`src/sv/dhsi_pkg.sv`:
```
// Shared types and constants for the double-hashing key table.
package dhsi_pkg;

	localparam int KEY_W    = 64;
	localparam int SIZE_W   = 11;
	localparam int SLOT_W   = 10;
	localparam int STATUS_W = 3;
	localparam int DIV_BITS = 4;                    // dividend bits retired per cycle
	localparam int DIV_CNT_W = $clog2(KEY_W / DIV_BITS);
	localparam int QUEUE_DEPTH = 2;
	localparam int QPTR_W   = $clog2(QUEUE_DEPTH);

	localparam logic [SIZE_W-1:0] SIZE_RESET = SIZE_W'(1021);
	localparam logic [SIZE_W-1:0] SIZE_MIN   = SIZE_W'(2);

	// Result status codes
	localparam logic [STATUS_W-1:0] ST_FOUND    = 3'd0;
	localparam logic [STATUS_W-1:0] ST_INSERTED = 3'd1;
	localparam logic [STATUS_W-1:0] ST_FULL     = 3'd2;
	localparam logic [STATUS_W-1:0] ST_ZERO_KEY = 3'd3;
	localparam logic [STATUS_W-1:0] ST_CLEARED  = 3'd4;

	// Operation codes on the input tuser
	localparam logic OP_SEARCH = 1'b0;
	localparam logic OP_CLEAR  = 1'b1;

	// Job kind decided by the front end
	typedef enum logic [1:0] {
		K_SEARCH,
		K_CLEAR,
		K_ZERO,
		K_BAD
	} kind_t;

	typedef struct packed {
		kind_t              kind;
		logic [KEY_W-1:0]   key;
		logic [SIZE_W-1:0]  pos;   // start slot
		logic [SIZE_W-1:0]  inc;   // probe step
		logic [SIZE_W-1:0]  size;
	} job_t;

	// Queue handshake between front and back
	typedef struct packed {
		logic push;
		logic pop;
	} q_ctl_t;

	typedef struct packed {
		logic full;
		logic empty;
	} q_stat_t;

	typedef enum logic [1:0] {
		F_IDLE,
		F_DIV,
		F_PUSH
	} front_state_t;

	typedef enum logic [2:0] {
		B_INIT,
		B_IDLE,
		B_CLEAR,
		B_RD,
		B_CMP
	} back_state_t;

endpackage

```
`src/sv/dhsi_front.sv`:
```
// Front end: takes input transfers, classifies them and computes both hash remainders.
module dhsi_front
	import dhsi_pkg::*;
#(
	parameter int STORE_DEPTH = 1024
) (
	input  logic              clk,
	input  logic              arst_n,
	input  logic              in_valid,
	output logic              in_ready,
	input  logic              in_op,
	input  logic [KEY_W-1:0]  in_key,
	input  logic [SIZE_W-1:0] table_size,
	input  logic              hold,       // reset sweep still running
	input  logic              q_full,
	output logic              q_push,
	output job_t              q_job
);

	front_state_t          state_q, state_nx;
	kind_t                 kind_q;
	logic [KEY_W-1:0]      key_q;
	logic [KEY_W-1:0]      code_q;
	logic [SIZE_W-1:0]     size_q;
	logic [SIZE_W-1:0]     rem_a_q, rem_b_q;
	logic [DIV_CNT_W-1:0]  div_cnt_q;
	logic [SIZE_W-1:0]     rem_a_nx, rem_b_nx;
	logic [SIZE_W-1:0]     div_b;
	logic                  accept;
	kind_t                 kind_in;
	logic                  size_bad;

	assign accept   = in_valid && in_ready;
	assign div_b    = size_q - 1'b1;
	assign size_bad = (table_size < SIZE_MIN) || (32'(table_size) > 32'(STORE_DEPTH));

	// Classify the incoming item
	always_comb begin
		if (in_op == OP_CLEAR) begin
			kind_in = K_CLEAR;
		end else if (in_key == '0) begin
			kind_in = K_ZERO;
		end else if (size_bad) begin
			kind_in = K_BAD;
		end else begin
			kind_in = K_SEARCH;
		end
	end

	// Radix-16 restoring remainder, both divisors side by side
	always_comb begin
		logic [SIZE_W:0]   ta, tb;
		logic [SIZE_W-1:0] ra, rb;
		ra = rem_a_q;
		rb = rem_b_q;
		for (int i = 0; i < DIV_BITS; i++) begin
			ta = {ra, code_q[KEY_W-1-i]};
			tb = {rb, code_q[KEY_W-1-i]};
			if (ta >= {1'b0, size_q}) begin
				ta = ta - {1'b0, size_q};
			end
			if (tb >= {1'b0, div_b}) begin
				tb = tb - {1'b0, div_b};
			end
			ra = ta[SIZE_W-1:0];
			rb = tb[SIZE_W-1:0];
		end
		rem_a_nx = ra;
		rem_b_nx = rb;
	end

	// Next state
	always_comb begin
		state_nx = state_q;
		case (state_q)
			F_IDLE: begin
				if (accept) begin
					state_nx = (kind_in == K_SEARCH) ? F_DIV : F_PUSH;
				end
			end
			F_DIV: begin
				if (div_cnt_q == '1) begin
					state_nx = F_PUSH;
				end
			end
			F_PUSH: begin
				if (!q_full) begin
					state_nx = F_IDLE;
				end
			end
			default: state_nx = F_IDLE;
		endcase
	end

	// Outputs
	always_comb begin
		in_ready   = (state_q == F_IDLE) && !hold;
		q_push     = (state_q == F_PUSH) && !q_full;
		q_job.kind = kind_q;
		q_job.key  = key_q;
		q_job.pos  = rem_a_q;
		q_job.inc  = rem_b_q + 1'b1;
		q_job.size = size_q;
	end

	always_ff @(posedge clk or negedge arst_n) begin
		if (!arst_n) begin
			state_q   <= F_IDLE;
			div_cnt_q <= '0;
		end else begin
			state_q <= state_nx;
			if (state_q == F_DIV) begin
				div_cnt_q <= div_cnt_q + 1'b1;
			end else begin
				div_cnt_q <= '0;
			end
		end
	end

	// Item registers and remainder datapath
	always_ff @(posedge clk) begin
		if (accept) begin
			kind_q  <= kind_in;
			key_q   <= in_key;
			code_q  <= in_key - 1'b1;
			size_q  <= table_size;
			rem_a_q <= '0;
			rem_b_q <= '0;
		end else if (state_q == F_DIV) begin
			code_q  <= code_q << DIV_BITS;
			rem_a_q <= rem_a_nx;
			rem_b_q <= rem_b_nx;
		end
	end

endmodule

```
`config.mk`:
```
export PLATFORM = sky130hd
export DESIGN_NAME = dhsi_front
export DESIGN_NICKNAME = d
export VERILOG_FILES = /design/src/sv/dhsi_pkg.sv /design/src/sv/dhsi_front.sv
export SDC_FILE = /design/constraint.sdc
export NUM_CORES = 1
export LEC_CHECK = 0
export BUFFER_PORTS_ARGS = -buffer_cell sky130_fd_sc_hd__buf_4
export CORE_ASPECT_RATIO = 1.5
export CORE_UTILIZATION = 40
export DETAILED_ROUTE_END_ITERATION = 7
export PLACE_DENSITY_LB_ADDON = 0.2
export SLEW_MARGIN = 15
export SYNTH_ARGS = -nofsm -noshare
export SYNTH_HDL_FRONTEND = slang
export SYNTH_SLANG_ARGS = --single-unit
```
`constraint.sdc`:
```
create_clock -name clk -period 9.8 [get_ports clk]
set_input_delay 0.49 -clock clk [delete_from_list [all_inputs] [get_ports clk]]
set_output_delay 0.49 -clock clk [all_outputs]
set_load 0.005 [all_outputs]
```
==> results.cfg, run 1 <==
[synth]
synth_area_per_cell_um2 = 9.39
yosysMostFrequentCell = edfxtp_1
yosys_warnings = 0
synth_cell_types = 77
synth-main-ff-cell = edfxtp_1
synth_area_um2 = 12400
synth_seq_area_share = 0.390
syn_inst = 1317
ys_async_sr_fraction = 0.0355
synth_area_leaders = edfxtp_1 (34%), ha_1 (9.2%), xnor2_1 (6.1%), o21ai_0 (4.2%), nand2_1 (4.0%)
yosysTopAreaCell = edfxtp_1
synth-edff-count = 141
netlist.area_leader.share = 0.342
synth_common_cells = edfxtp_1 (141), nand2_1 (132), nor2_1 (107)
synth-seq-cells = 169
synth_fp_nets = 1497

[routing]
via_per_inst = 5.43
ant_nets = 0
post-route-drc-count = 0
wl_per_cell_um = 18.7
first_pass_iters = 5
vias = 10900
drt_iter0_markers = 470
routed_wl_mm = 37.6

[timing]
period_share = 0.972
fin_ws_ps = 273
slew_violations = 0
max_freq_mhz = 105
hold_violations = 0
worst_pin_slew_ps = 1130
max_slew_margin = 0.247
setup_viol = 0
fin_crit_ps = 9530
fin_skew_ps = 8.56

[status]
outcome = finished clean

[finish]
final_core_util = 0.524
layout-drive-gt1-share = 0.257
fin_area_um2 = 15900
syn_to_final_growth_pct = 28.6
fill_cells = 2852
fin_nets = 1780
stdcell_count = 2012
n_antenna_cell = 0

[global_route]
grt_pass1_wl_mm = 57.2
grt_pass1_vias = 10700
gr-usage-all-layers = 0.235
grt_max_degree = 117
grt_overflow = 0
antenna_found_initial = 1

[hold_path]
hold_class = in2reg

[cts]
clk_pin_slew_worst_paths_ps = 70
clock_path_buffers = 2
ctsRootBufferMaster = clkbuf_16
htreeDepth = 4
cts_tree = done
clk_latency_ps = 450
cts_inserted_buffers = 17
clock_sinks = 169

[placed_design]
pre_cts_ws_ps = -31.3
gp_congestion = 0.955
place_area_um2 = 14900
hpwl_mm = 29.4
dp.cells = 1964
portBuffers = 181

[worst_setup_path]
path_class = reg2reg
cp-start-kind = flip-flop
worst_path_max_delay_cell = edfxtp_1
path_max_fanout = 8
crit_required_ps = 10150
critPathBufInv = 7
cpLargestDelayFamily = compound AO/OA/AOI/OAI gates
crit_arrival_ps = 9880
cp-end-kind = flip-flop
max_stage_delay_ps = 470

[die]
fp.dieW_um = 146
coreArea_um2 = 30400
dieArea_um2 = 31600
row_count = 78
fp.dieH_um = 217
num_io_pins = 182
start_util = 0.407

[job]
cap_violations = 0
worst reg2reg max path, delay by kind of cell (launching register included):
kind	cells	cell delay, ps
compound gates	15	3360
simple gates	12	2740
fa+ha+maj	4	1140
buf+inv	7	990
mux	2	500
flops	1	470
xor+xnor	1	270
path summary, 6_finish.rpt:
check	from	end	slack, ps	cells after the start
min in group asynchronous	arst_n	state_q[0]	390	2
min	table_size[8]	size_q[8]	230	1
max reg2reg	size_q[3]	rem_b_q[9]	270	41
min reg2reg	div_cnt_q[0]	div_cnt_q[0]	470	1
max in group asynchronous	arst_n	div_cnt_q[0]	9280	2
max	size_q[3]	rem_b_q[9]	270	41
cells in the final DEF, fill, tap and decap left out, types with 29 or more instances in the layout:
cell type    n
nor2_1     105
buf_4      296
nand2_1    131
ha_1        85
xnor2_1     83
edfxtp_1   141
o21ai_0     98
nand3_1     29
xor2_1      38
a21oi_1     41
inv_1       89
nor3_1      36
through the flow:
step           setup TNS, ps  hold WS (ps)
2_1_floorplan              0           194
3_3_place_gp               0           303
3_5_place_dp           -49.4           303
4_1_cts                    0           199
5_1_grt                 -388           205
6_report                   0           228
cell families after synthesis:
| logic type | after synthesis | share of synthesized area |
|---|---|---|
| AO/OA/AOI/OAI | 303 | 0.161 |
| multiplexers | 43 | 0.0365 |
| AND/OR/NAND/NOR | 450 | 0.178 |
| XOR/XNOR | 125 | 0.0891 |
| buffers and inverters | 127 | 0.0396 |
| adder cells (fa/ha/maj) | 100 | 0.106 |
| flip-flops | 169 | 0.390 |
layer usage:
metal,share of wire,track usage
met4,0.037,0.0965
met1,0.41,0.263
met3,0.047,0.0503
met2,0.51,0.429
met5,0.00032,0
repair_timing:
item                                   in CTS  in global routing
gates cloned                                0                  1
endpoints found under the hold margin       6                  0
pin swaps                                   0                 16
buffers inserted                            0                 15
setup endpoints to repair                   6                 22
hold buffers                                1                  0
gates resized for setup                     1                 68
state kept, by name, summed over array words and instances (netlist names):
signal,cells
code_q,64
key_q,64
rem_a_q,11
rem_b_q,11
size_q,11
div_cnt_q,4
kind_q,2
state_q,2
cell type report:
cell class              count  area, um2  share of cell area
flip-flops and latches    169       4820               0.303
well taps                 400        500              0.0315
multi-input cells        1022       7430               0.467
inverters                  91        344              0.0216
repair buffers            299       2250               0.142
clock inverters            14        124             0.00779
clock buffers              17        425              0.0268
Power of run 1 is left out: the tool's default activity adds up to more than one toggle a clock period on the data nets, which glitch-free logic cannot reach.
==> run 2: changes to the inputs <==
==> constraint.sdc (replaced) <==
create_clock -name clk -period 9.8 [get_ports clk]
set_input_delay 0 -clock clk [delete_from_list [all_inputs] [get_ports clk]]
set_output_delay 0 -clock clk [all_outputs]
set_load 0.005 [all_outputs]
==> results.cfg, run 2 (synthesis gave the netlist of run 1 again) <==
[status]
outcome = finished clean

[routing]
routed_wl_mm = 38.6
via_per_inst = 5.39
vias = 11300
drt_iter0_markers = 495
wl_per_cell_um = 18.4
post-route-drc-count = 0
ant_nets = 0
first_pass_iters = 5

[worst_setup_path]
path_class = reg2reg
crit_required_ps = 10150
path_max_fanout = 8
setup.worst_path.end = rem_b_q[9]
max_stage_delay_ps = 470
ff2ff_setup_slack_ps = 280
crit_arrival_ps = 9870
worst_path_max_delay_cell = edfxtp_1
crit_start = size_q[3]
reg2reg_depth = 42
cp-end-kind = flip-flop
rr_endpoint = rem_b_q[9]
r2r_start = size_q[3]
cp-start-kind = flip-flop

[timing]
max_freq_mhz = 105
hold_violations = 0
period_share = 0.971
max_slew_margin = 0.260
fin_ws_ps = 282
fin_skew_ps = 7.80
setup_viol = 0
worst_pin_slew_ps = 1110
slew_violations = 0
fin_crit_ps = 9520

[global_route]
antenna_found_initial = 1
grt_pass1_vias = 11100
gr-usage-all-layers = 0.241
grt_max_degree = 117
grt_overflow = 0
grt_pass1_wl_mm = 59.0

[finish]
multiInputGateArea_um2 = 7430
final_common_cell = buf_4
ff_latch_area_um2 = 4820
syn_to_final_growth_pct = 35.0
fill_cells = 2744
reg_top3 = code_q (64), key_q (64)
mostFrequentLayoutCells = buf_4 (297), edfxtp_1 (141), nand2_1 (131), nor2_1 (105), o21ai_0 (98)
fin_nets = 1859
layout-drive-gt1-share = 0.245

[die]
fp.dieW_um = 146
start_util = 0.407
num_io_pins = 182
coreArea_um2 = 30400
dieArea_um2 = 31600
fp.dieH_um = 217
row_count = 78

[cts]
clock_sinks = 169
cts_inserted_buffers = 17
cts_tree = done
clk_latency_ps = 440
clk_pin_slew_worst_paths_ps = 70
htreeDepth = 4
clock_path_buffers = 2
ctsRootBufferMaster = clkbuf_16

[job]
cap_violations = 0

[placed_design]
pre_cts_ws_ps = -31.3
gp_congestion = 0.955
portBuffers = 181
hpwl_mm = 29.4

[hold_path]
hold_class = in2out
## run 2: what timing repair did
item                       4_1_cts  5_1_grt
pin swaps                        0       18
setup endpoints to repair        6       22
cloned                           0        1
hold buffers                    79        0
gates resized for setup          1       69
buffers inserted                 0       16
hold endpoints to repair       138        0
## run 2: per-layer routing
metal / vias to the layer above / track usage / share of wire
met3: 72 / 0.0436 / 0.042
met4: 0 / 0.100 / 0.038
met5: - / 0 / 0
li1: 5553 / - / -
met2: 288 / 0.445 / 0.51
met1: 5370 / 0.271 / 0.41
## run 2: area by class of cell
class	instances	area share
antenna	1	0.000150
clock buffer	17	0.0255
clock inverter	14	0.00742
inverter	91	0.0206
multi-input combinational	1022	0.445
sequential	169	0.289
tap	400	0.0300
timing repair buffer	378	0.182
## run 2: through the flow
stage          setup TNS (ps)  hold WS, ps  std cells  cell area (um2)   util
3_5_place_dp            -49.4         -187       1964            14900  0.489
5_1_grt                  -388          286       2092            16700  0.550
6_report                    0          278       2092            16700  0.550
2_1_floorplan               0         -296       1317            12400      -
4_1_cts                     0          257       2074            16200  0.534
3_3_place_gp                0         -187       1964            14900  0.489
## run 2: worst max-delay path, delay by kind of cell, from the launching register on
kind / cells / cell delay, ps
flip-flops: 1 / 470
multiplexers: 2 / 500
adder cells (fa/ha/maj): 4 / 1170
AO/OA/AOI/OAI: 15 / 3240
buffers and inverters: 7 / 960
AND/OR/NAND/NOR: 13 / 2820
XOR/XNOR: 1 / 270
## run 2: worst min path at each step
stage | start | endpoint | slack [ps] | cells past startpoint
floorplan | arst_n | div_cnt_q[0] | -300 | 0
global placement | arst_n | state_q[0] | -190 | 1
detailed placement | arst_n | state_q[0] | -190 | 1
CTS | table_size[8] | size_q[8] | 260 | 2
global route | in_key[46] | key_q[46] | 290 | 2
finish | hold | in_ready | 280 | 3
Power of run 2 is left out for the same reason.
