### config.mk
export PLATFORM = sky130hd
export DESIGN_NAME = dhsi_fifo
export DESIGN_NICKNAME = d
export VERILOG_FILES = /design/src/sv/dhsi_pkg.sv /design/src/sv/dhsi_fifo.sv
export SDC_FILE = /design/constraint.sdc
export NUM_CORES = 1
export LEC_CHECK = 0
export ABC_AREA = 1
export BUFFER_PORTS_ARGS = -buffer_cell sky130_fd_sc_hd__buf_2
export CAP_MARGIN = 10
export CORE_MARGIN = 8
export CORE_UTILIZATION = 38
export DETAILED_ROUTE_END_ITERATION = 6
export HOLD_SLACK_MARGIN = 0.08
export PLACE_DENSITY = 0.71
export SLEW_MARGIN = 40
export SYNTH_ARGS = -nofsm -noshare
export SYNTH_HDL_FRONTEND = slang
export SYNTH_SLANG_ARGS = --single-unit
export TNS_END_PERCENT = 100
### constraint.sdc
create_clock -name clk -period 13.8 [get_ports clk]
set_input_delay 2.76 -clock clk [delete_from_list [all_inputs] [get_ports clk]]
set_output_delay 2.76 -clock clk [all_outputs]
set_load 0.02 [all_outputs]
### src/sv/dhsi_pkg.sv
// Shared types and constants for the double-hashing key table.
package dhsi_pkg;

	localparam int KEY_W    = 64;
	localparam int SIZE_W   = 11;
	localparam int SLOT_W   = 10;
	localparam int STATUS_W = 3;
	localparam int DIV_BITS = 4;                    // dividend bits retired per cycle
	localparam int DIV_CNT_W = $clog2(KEY_W / DIV_BITS);
	localparam int QUEUE_DEPTH = 2;
	localparam int QPTR_W   = $clog2(QUEUE_DEPTH);

	localparam logic [SIZE_W-1:0] SIZE_RESET = SIZE_W'(1021);
	localparam logic [SIZE_W-1:0] SIZE_MIN   = SIZE_W'(2);

	// Result status codes
	localparam logic [STATUS_W-1:0] ST_FOUND    = 3'd0;
	localparam logic [STATUS_W-1:0] ST_INSERTED = 3'd1;
	localparam logic [STATUS_W-1:0] ST_FULL     = 3'd2;
	localparam logic [STATUS_W-1:0] ST_ZERO_KEY = 3'd3;
	localparam logic [STATUS_W-1:0] ST_CLEARED  = 3'd4;

	// Operation codes on the input tuser
	localparam logic OP_SEARCH = 1'b0;
	localparam logic OP_CLEAR  = 1'b1;

	// Job kind decided by the front end
	typedef enum logic [1:0] {
		K_SEARCH,
		K_CLEAR,
		K_ZERO,
		K_BAD
	} kind_t;

	typedef struct packed {
		kind_t              kind;
		logic [KEY_W-1:0]   key;
		logic [SIZE_W-1:0]  pos;   // start slot
		logic [SIZE_W-1:0]  inc;   // probe step
		logic [SIZE_W-1:0]  size;
	} job_t;

	// Queue handshake between front and back
	typedef struct packed {
		logic push;
		logic pop;
	} q_ctl_t;

	typedef struct packed {
		logic full;
		logic empty;
	} q_stat_t;

	typedef enum logic [1:0] {
		F_IDLE,
		F_DIV,
		F_PUSH
	} front_state_t;

	typedef enum logic [2:0] {
		B_INIT,
		B_IDLE,
		B_CLEAR,
		B_RD,
		B_CMP
	} back_state_t;

endpackage

### src/sv/dhsi_fifo.sv
// Short job queue between the front end and the back end.
module dhsi_fifo
	import dhsi_pkg::*;
(
	input  logic    clk,
	input  logic    arst_n,
	input  q_ctl_t  ctl,
	input  job_t    wr_job,
	output job_t    rd_job,
	output q_stat_t stat
);

	job_t                mem_q [QUEUE_DEPTH];
	logic [QPTR_W-1:0]   wr_ptr_q;
	logic [QPTR_W-1:0]   rd_ptr_q;
	logic [QPTR_W:0]     cnt_q;

	assign stat = '{full:  (cnt_q == (QPTR_W+1)'(QUEUE_DEPTH)),
	                empty: (cnt_q == '0)};
	assign rd_job     = mem_q[rd_ptr_q];

	// Storage
	always_ff @(posedge clk) begin
		if (ctl.push) begin
			mem_q[wr_ptr_q] <= wr_job;
		end
	end

	// Pointers and fill count
	always_ff @(posedge clk or negedge arst_n) begin
		if (!arst_n) begin
			wr_ptr_q <= '0;
			rd_ptr_q <= '0;
			cnt_q    <= '0;
		end else begin
			if (ctl.push) begin
				wr_ptr_q <= wr_ptr_q + 1'b1;
			end
			if (ctl.pop) begin
				rd_ptr_q <= rd_ptr_q + 1'b1;
			end
			if (ctl.push && !ctl.pop) begin
				cnt_q <= cnt_q + 1'b1;
			end else if (!ctl.push && ctl.pop) begin
				cnt_q <= cnt_q - 1'b1;
			end
		end
	end

endmodule

==> qor.txt, run 1 <==
worst path buffer plus inverter count - 2
initial antenna violation count - 4
Distinct cells, synth - 13
share of cells above drive strength 1 - 0.595
PD cells - 216 mW/mm^2
post-layout net count - 656
crit-path cells - buf_6 > mux2_4 > buf_2
shortest period the worst path allows - 5.49 ns
Syn-to-layout area delta - 23.6%
Setup crit start kind - register
Int Pwr - 0.00143 W
Place WS - 8.76 ns
setup bufs post-CTS - 0
worst setup path startpoint - rd_ptr_q
top cell type's share of synthesized area - 0.757
die area - 0.0255 sq mm
gpl congestion - 0.719
TritonCTS Sinks - 202
gr ovfl total - 0
Worst slew margin - 0.461
Synth Register Bits - 202
clock tree from TritonCTS - yes
reg2reg start - wr_ptr_q
unrepaired setup endpoints after global routing - no
combinational cell fraction of total power - 0.335
Worst Path Arrival - 2.73 ns
number of max-slew violations in the final report - 0
Critical Path End Type - output pin
HPWL after DPL - 10.6 mm
worst slew pin tran - 0.808 ns
CTS Buffer Depth - 3
final setup fails - 0
CTS Hold Bufs - 0
synthesis warning total - 0
Sw Pwr - 0.000663 W
post-cts sizing count - 0
drt first pass iters - 4
Top Usage Layer GRT - met2
initial drt markers - 152
worst min-delay path category - register to register
drt via density - 4.54
drt drc - 0
syn nets - 437
Fillers - 1692
total track usage - 0.115
maxcap violations - 0
crit-path max FO - 59
synth cell count leaders - 198 x edfxtp_1, 99 x mux2_4, 10 x buf_12
worst skew pair latency - 0.49 ns
CP required - 11.04 ns
final wirelength - 15.3 mm
# H-tree levels - 1
Setup WS post-layout - 8.31 ns
Slowest Stage Delay on Critical Path - 0.95 ns
Synth area leader - edfxtp_1
row count - 52
Worst-path clk slew - 0.05 ns
Die Wd - 160 microns
met3 usage in global routing - 0.0447
post-route ant nets - 0
DR vias - 3799
first-pass GRT wire length - 23.6 mm
Leakage - 3.93 nW
worst hold start - cnt_q[1]
Initial Util - 0.388
core area - 0.0202 sq mm
Syn Area/Cell - 23.6 sq um
fin crit share - 0.398
ys async rst share - 0.0198
clock skew - 0.0125 ns
CTS root buffer - clkbuf_16
final hold vios - 0
status - completed
Synth area leaders - edfxtp_1 76%, mux2_4 19%, buf_12 2.6%
Top delay family on crit path - flip-flops
number of flops mapped to enable cells by yosys - 198
die extent in y - 160 microns
TritonCTS Buffers - 21
Fin Setup TNS - 0 ns
Mapped Cells - 333
vias in the first global route - 4211
port bufs - 203
sequential share of the synthesized area - 0.770
Main synth FF type - edfxtp_1
slowest cell on the critical path - dfrtp_4
switch share - 0.316
cell area after synthesis - 0.00785 sq mm
most frequent cell after synthesis - edfxtp_1
Max VDD drop - 0.117 mV
FMAX - 182 MHz
power share of the clock group - 0.245
# IOs - 204
largest net degree at the start of global routing - 70
met1 Use GR - 0.133
met2 global-route usage - 0.199
routed length per instance - 18.3 microns
Flop pwr share - 0.420
critical path class - register to output pin
[worst register-to-register path, stage by stage (launching register included)]
cell and delay (ns):
dfrtp_1 0.42, nor2_4 0.48, buf_16 0.24, buf_6 0.51
[flip-flops by register name (all words and copies together) (netlist names)]
| register | cells |
|---|---|
| cnt_q | 2 |
| mem_q | 198 |
| rd_ptr_q | 1 |
| wr_ptr_q | 1 |
[layer usage]
layer	routed length, microns	share of wire
met3	1210	0.079
met5	34	0.0022
met2	7570	0.49
met1	6170	0.40
met4	330	0.022
[worst paths after layout]
kind	depth (start not counted)	endpoint	slack, ns
min	2	cnt_q[1]	0.51
min reg2reg	2	cnt_q[1]	0.51
min in group asynchronous	1	cnt_q[0]	2.07
max	3	rd_job[55]	8.31
max reg2reg	3	mem_q[0][30]	11.69
max in group asynchronous	1	rd_ptr_q	11.60
[cell type report]
type                       count  area, sq um  area share
inverter                       7         28.8     0.00297
clock buffer                  25          541      0.0557
tap                          270          338      0.0348
sequential                   202         6050       0.624
timing repair buffer         207         1080       0.111
clock inverter                12         91.3     0.00941
antenna                        1         2.50    0.000258
multi-input combinational    113         1570       0.162
[power groups by stage]
stage / clock network, W / logic, W / registers, W
3_3_place_gp: 0 / 0.000704 / 0.000887
4_1_cts: 0.000528 / 0.000718 / 0.000883
6_report: 0.000514 / 0.000701 / 0.000880
2_1_floorplan: 0 / 0.000591 / 0.000864
3_5_place_dp: 0 / 0.000715 / 0.000895
5_1_grt: 0.000553 / 0.000747 / 0.000892
[through the flow]
step                total power, W  area [sq um]  hold slack [ns]  instances  utilization
finish                     0.00210          9700            0.506        837        0.479
global route               0.00219          9700            0.534        837        0.479
CTS                        0.00213          9700            0.511        836        0.479
detailed placement         0.00161          9070            0.496        799        0.448
global placement           0.00159          9030            0.524        798        0.446
floorplan                  0.00145          7850            0.463        333            -
[placed cells by master (no fill, tap or decap)]
cell	instances
buf_2	203
edfxtp_1	198
mux2_4	99
clkbuf_16	21
inv_1	6
nand2_1	5
clkinv_1	5
clkbuf_1	4
dfrtp_1	3
buf_6	3
nor2_1	2
xor2_1	2
clkinvlp_4	2
clkinv_2	2
diode_2	1
inv_4	1
nor2_4	1
xnor2_1	1
nand3_1	1
nand4_1	1
ha_1	1
inv_6	1
clkinv_4	1
bufinv_16	1
buf_16	1
dfrtp_4	1
[logic make-up after synthesis]
kind of cell / count (synthesis) / synth area share
multiplexers: 99 / 0.189
flip-flops: 202 / 0.770
XOR/XNOR: 3 / 0.00335
buffers and inverters: 18 / 0.0303
adder cells (fa/ha/maj): 1 / 0.00159
AND/OR/NAND/NOR: 10 / 0.00526
(Power assumes the default switching activity.)
==> run 2, diff against run 1 <==
- ABC_AREA: 1 -> 0
- PLACE_DENSITY: 0.71 -> 0.73
- clock period: 13.8 -> 4.85 ns (I/O delays scaled with it)
==> run 2 against run 1 <==
Against the previous run:
- synthesized area shrank 0.26%
- flip-flop and latch count is the same
- via count shrank 0.16%
- first-iteration DRC count grew 68%
- critical path depth grew 1
- final area grew 1.6%
- clock skew shrank 0.0046 ns
- worst setup slack lost 6.6 ns
- total power grew to 3.0 times the previous value
==> qor.txt, run 2 <==
biggest regs - mem_q (198), cnt_q (2)
port bufs - 203 (unchanged)
PD cells - 632 mW/mm^2 (+190%)
post-cts sizing count - 0 (unchanged)
commonest non-fill, non-tap cell in the layout - buf_2
power share of the clock group - 0.272 (+0.027)
Initial Util - 0.387 (-0.000989)
Post-Layout Cell Count - 833 (-0.48%)
final hold vios - 0 (unchanged)
most frequent cell after synthesis - edfxtp_1
setup bufs post-CTS - 0 (unchanged)
slowest cell on the critical path - dfrtp_4
HPWL after DPL - 10.8 mm (+2.3%)
worst path buffer plus inverter count - 3 (+1)
gr ovfl total - 0 (unchanged)
fin crit share - 0.638
Die Wd - 160 microns (-0.12%)
WHS - 0.283 ns (-0.224 ns)
routed length per instance - 18.4 microns (+0.47%)
Max VDD drop - 0.371 mV (+220%)
row count - 52 (unchanged)
crit-path cells - buf_12 > buf_12 > mux2_4 > buf_2
Mapped Cells - 324 (-2.7%)
reg2reg path depth - 2 (-1)
share of cells above drive strength 1 - 0.614 (+0.0185)
drt drc - 0 (unchanged)
Flop pwr share - 0.391 (-0.029)
Sw Pwr - 0.00189 W (+180%)
unrepaired setup endpoints after global routing - no
Setup crit start kind - register
placed cell count - 793 (-0.75%)
Reg with most FFs - mem_q
shortest period the worst path allows - 3.09 ns
Fin Setup TNS - 0 ns (unchanged)
cell area after synthesis - 0.00783 sq mm (-0.26%)
gpl congestion - 0.720 (about the same)
drt via density - 4.55 (+0.32%)
# IOs - 204 (unchanged)
CP dominant cell by count - buf_12
Top delay family on crit path - buffers and inverters
die area - 0.0255 sq mm (-0.23%)
number of flops mapped to enable cells by yosys - 198 (unchanged)
Syn Area/Cell - 24.2 sq um (+2.5%)
CTS Buffer Depth - 3 (unchanged)
Slowest Stage Delay on Critical Path - 0.54 ns (-0.41 ns)
CTS Hold Bufs - 0 (unchanged)
clock tree from TritonCTS - yes
post-route ant nets - 0 (unchanged)
crit-path max FO - 36 (-39%)
Synth area leaders - edfxtp_1 76%, mux2_4 19%, buf_12 2.6%
max reg flops - 198 (unchanged)
Worst path depth - 4 (+1)
TritonCTS Buffers - 22 (+4.8%)
number of max-slew violations in the final report - 0 (unchanged)
initial antenna violation count - 3 (-1)
worst min-delay path category - input port to asynchronous set/reset pin
CTS root buffer - clkbuf_16
# H-tree levels - 1 (unchanged)
combinational cell fraction of total power - 0.337 (+0.002)
Leakage - 3.99 nW (+1.6%)
largest net degree at the start of global routing - 88 (+26%)
FMAX - 323 MHz
DR vias - 3793 (-0.16%)
clock skew - 0.00792 ns (-0.00458 ns)
TritonCTS Sinks - 202 (unchanged)
switch share - 0.303 (-0.0133)
syn nets - 428 (-2.1%)
Worst-path clk slew - 0.06 ns (about the same)
vias in the first global route - 4353 (+3.4%)
critical path class - register to output pin
initial drt markers - 255 (+68%)
Critical Path End Type - output pin
synthesis warning total - 0 (unchanged)
sequential share of the synthesized area - 0.772 (+0.00197)
die extent in y - 160 microns (-0.12%)
worst skew pair latency - 0.48 ns (about the same)
Synth Register Bits - 202 (unchanged)
Synth area leader - edfxtp_1
Worst slew margin - 0.629 (+0.168)
total track usage - 0.117 (+0.00128)
worst slew pin tran - 0.556 ns (-0.252 ns)
maxcap violations - 0 (unchanged)
final setup fails - 0 (unchanged)
drt first pass iters - 4 (unchanged)
status - completed
Distinct cells, synth - 12 (-1)
post-layout net count - 651 (-0.76%)
Int Pwr - 0.00434 W (+200%)
Syn-to-layout area delta - 25.9%
commonest cells after routing, fill and taps aside - 203 x buf_2, 198 x edfxtp_1, 99 x mux2_4
Main synth FF type - edfxtp_1
ys async rst share - 0.0198 (unchanged)
first-pass GRT wire length - 23.7 mm (+0.32%)
CP required - 3.88 ns (-7.16 ns)
core area - 0.0202 sq mm (unchanged)
Worst Path Arrival - 2.12 ns (-0.61 ns)
final wirelength - 15.3 mm (about the same)
top cell type's share of synthesized area - 0.759 (+0.00194)
synth cell count leaders - 198 x edfxtp_1, 99 x mux2_4, 10 x buf_12
==> run 2: power groups by stage <==
stage                     registers (W)  logic (W)  clock network (W)
after detailed placement        0.00247    0.00214                  0
after floorplan                 0.00245    0.00168                  0
after global placement          0.00256    0.00197                  0
final                           0.00244    0.00210            0.00169
after global routing            0.00246    0.00223            0.00181
after CTS                       0.00244    0.00215            0.00175
==> run 2: logic make-up after synthesis <==
kind of cell	count (synthesis)	share of synthesized area
flip-flops	202	0.772
XOR/XNOR	5	0.00559
buffers and inverters	12	0.0275
multiplexers	99	0.190
adder cells (fa/ha/maj)	1	0.00160
AND/OR/NAND/NOR	5	0.00336
==> run 2: layout make-up <==
cell class,instances,area [sq um]
repair buffers,210,1130
inverters,1,3.75
diodes,1,2.50
well taps,270,338
clock inverters,11,159
fillers,1698,10400
multi-input cells,110,1580
clock buffers,28,594
flip-flops and latches,202,6050
==> run 2: worst paths after layout <==
| check | from | to | slack [ns] |
|---|---|---|---|
| max in group asynchronous | arst_n | rd_ptr_q | 4.43 |
| setup reg to reg | wr_ptr_q | mem_q[1][95] | 3.07 |
| hold reg to reg | cnt_q[1] | cnt_q[1] | 0.50 |
| hold / removal | arst_n | wr_ptr_q | 0.28 |
| setup / recovery | rd_ptr_q | rd_job[65] | 1.76 |
| min in group clk | cnt_q[1] | cnt_q[1] | 0.50 |
==> run 2: metrics by stage <==
step                       util  area (sq um)  power, W  setup WS [ns]
after floorplan               -          7830   0.00413          0.859
after global placement    0.447          9040   0.00454           1.87
after detailed placement  0.450          9100   0.00461           2.25
after CTS                 0.487          9850   0.00634           1.72
after global routing      0.487          9860   0.00651           1.67
final                     0.487          9860   0.00623           1.76
==> run 2: routing by layer <==
layer  part of all wire  up-vias  GRT usage
li1                   -     1727          -
met1               0.39     1877      0.129
met2               0.49      159      0.201
met3              0.099       26     0.0512
met4              0.015        4     0.0296
met5             0.0015        -          0
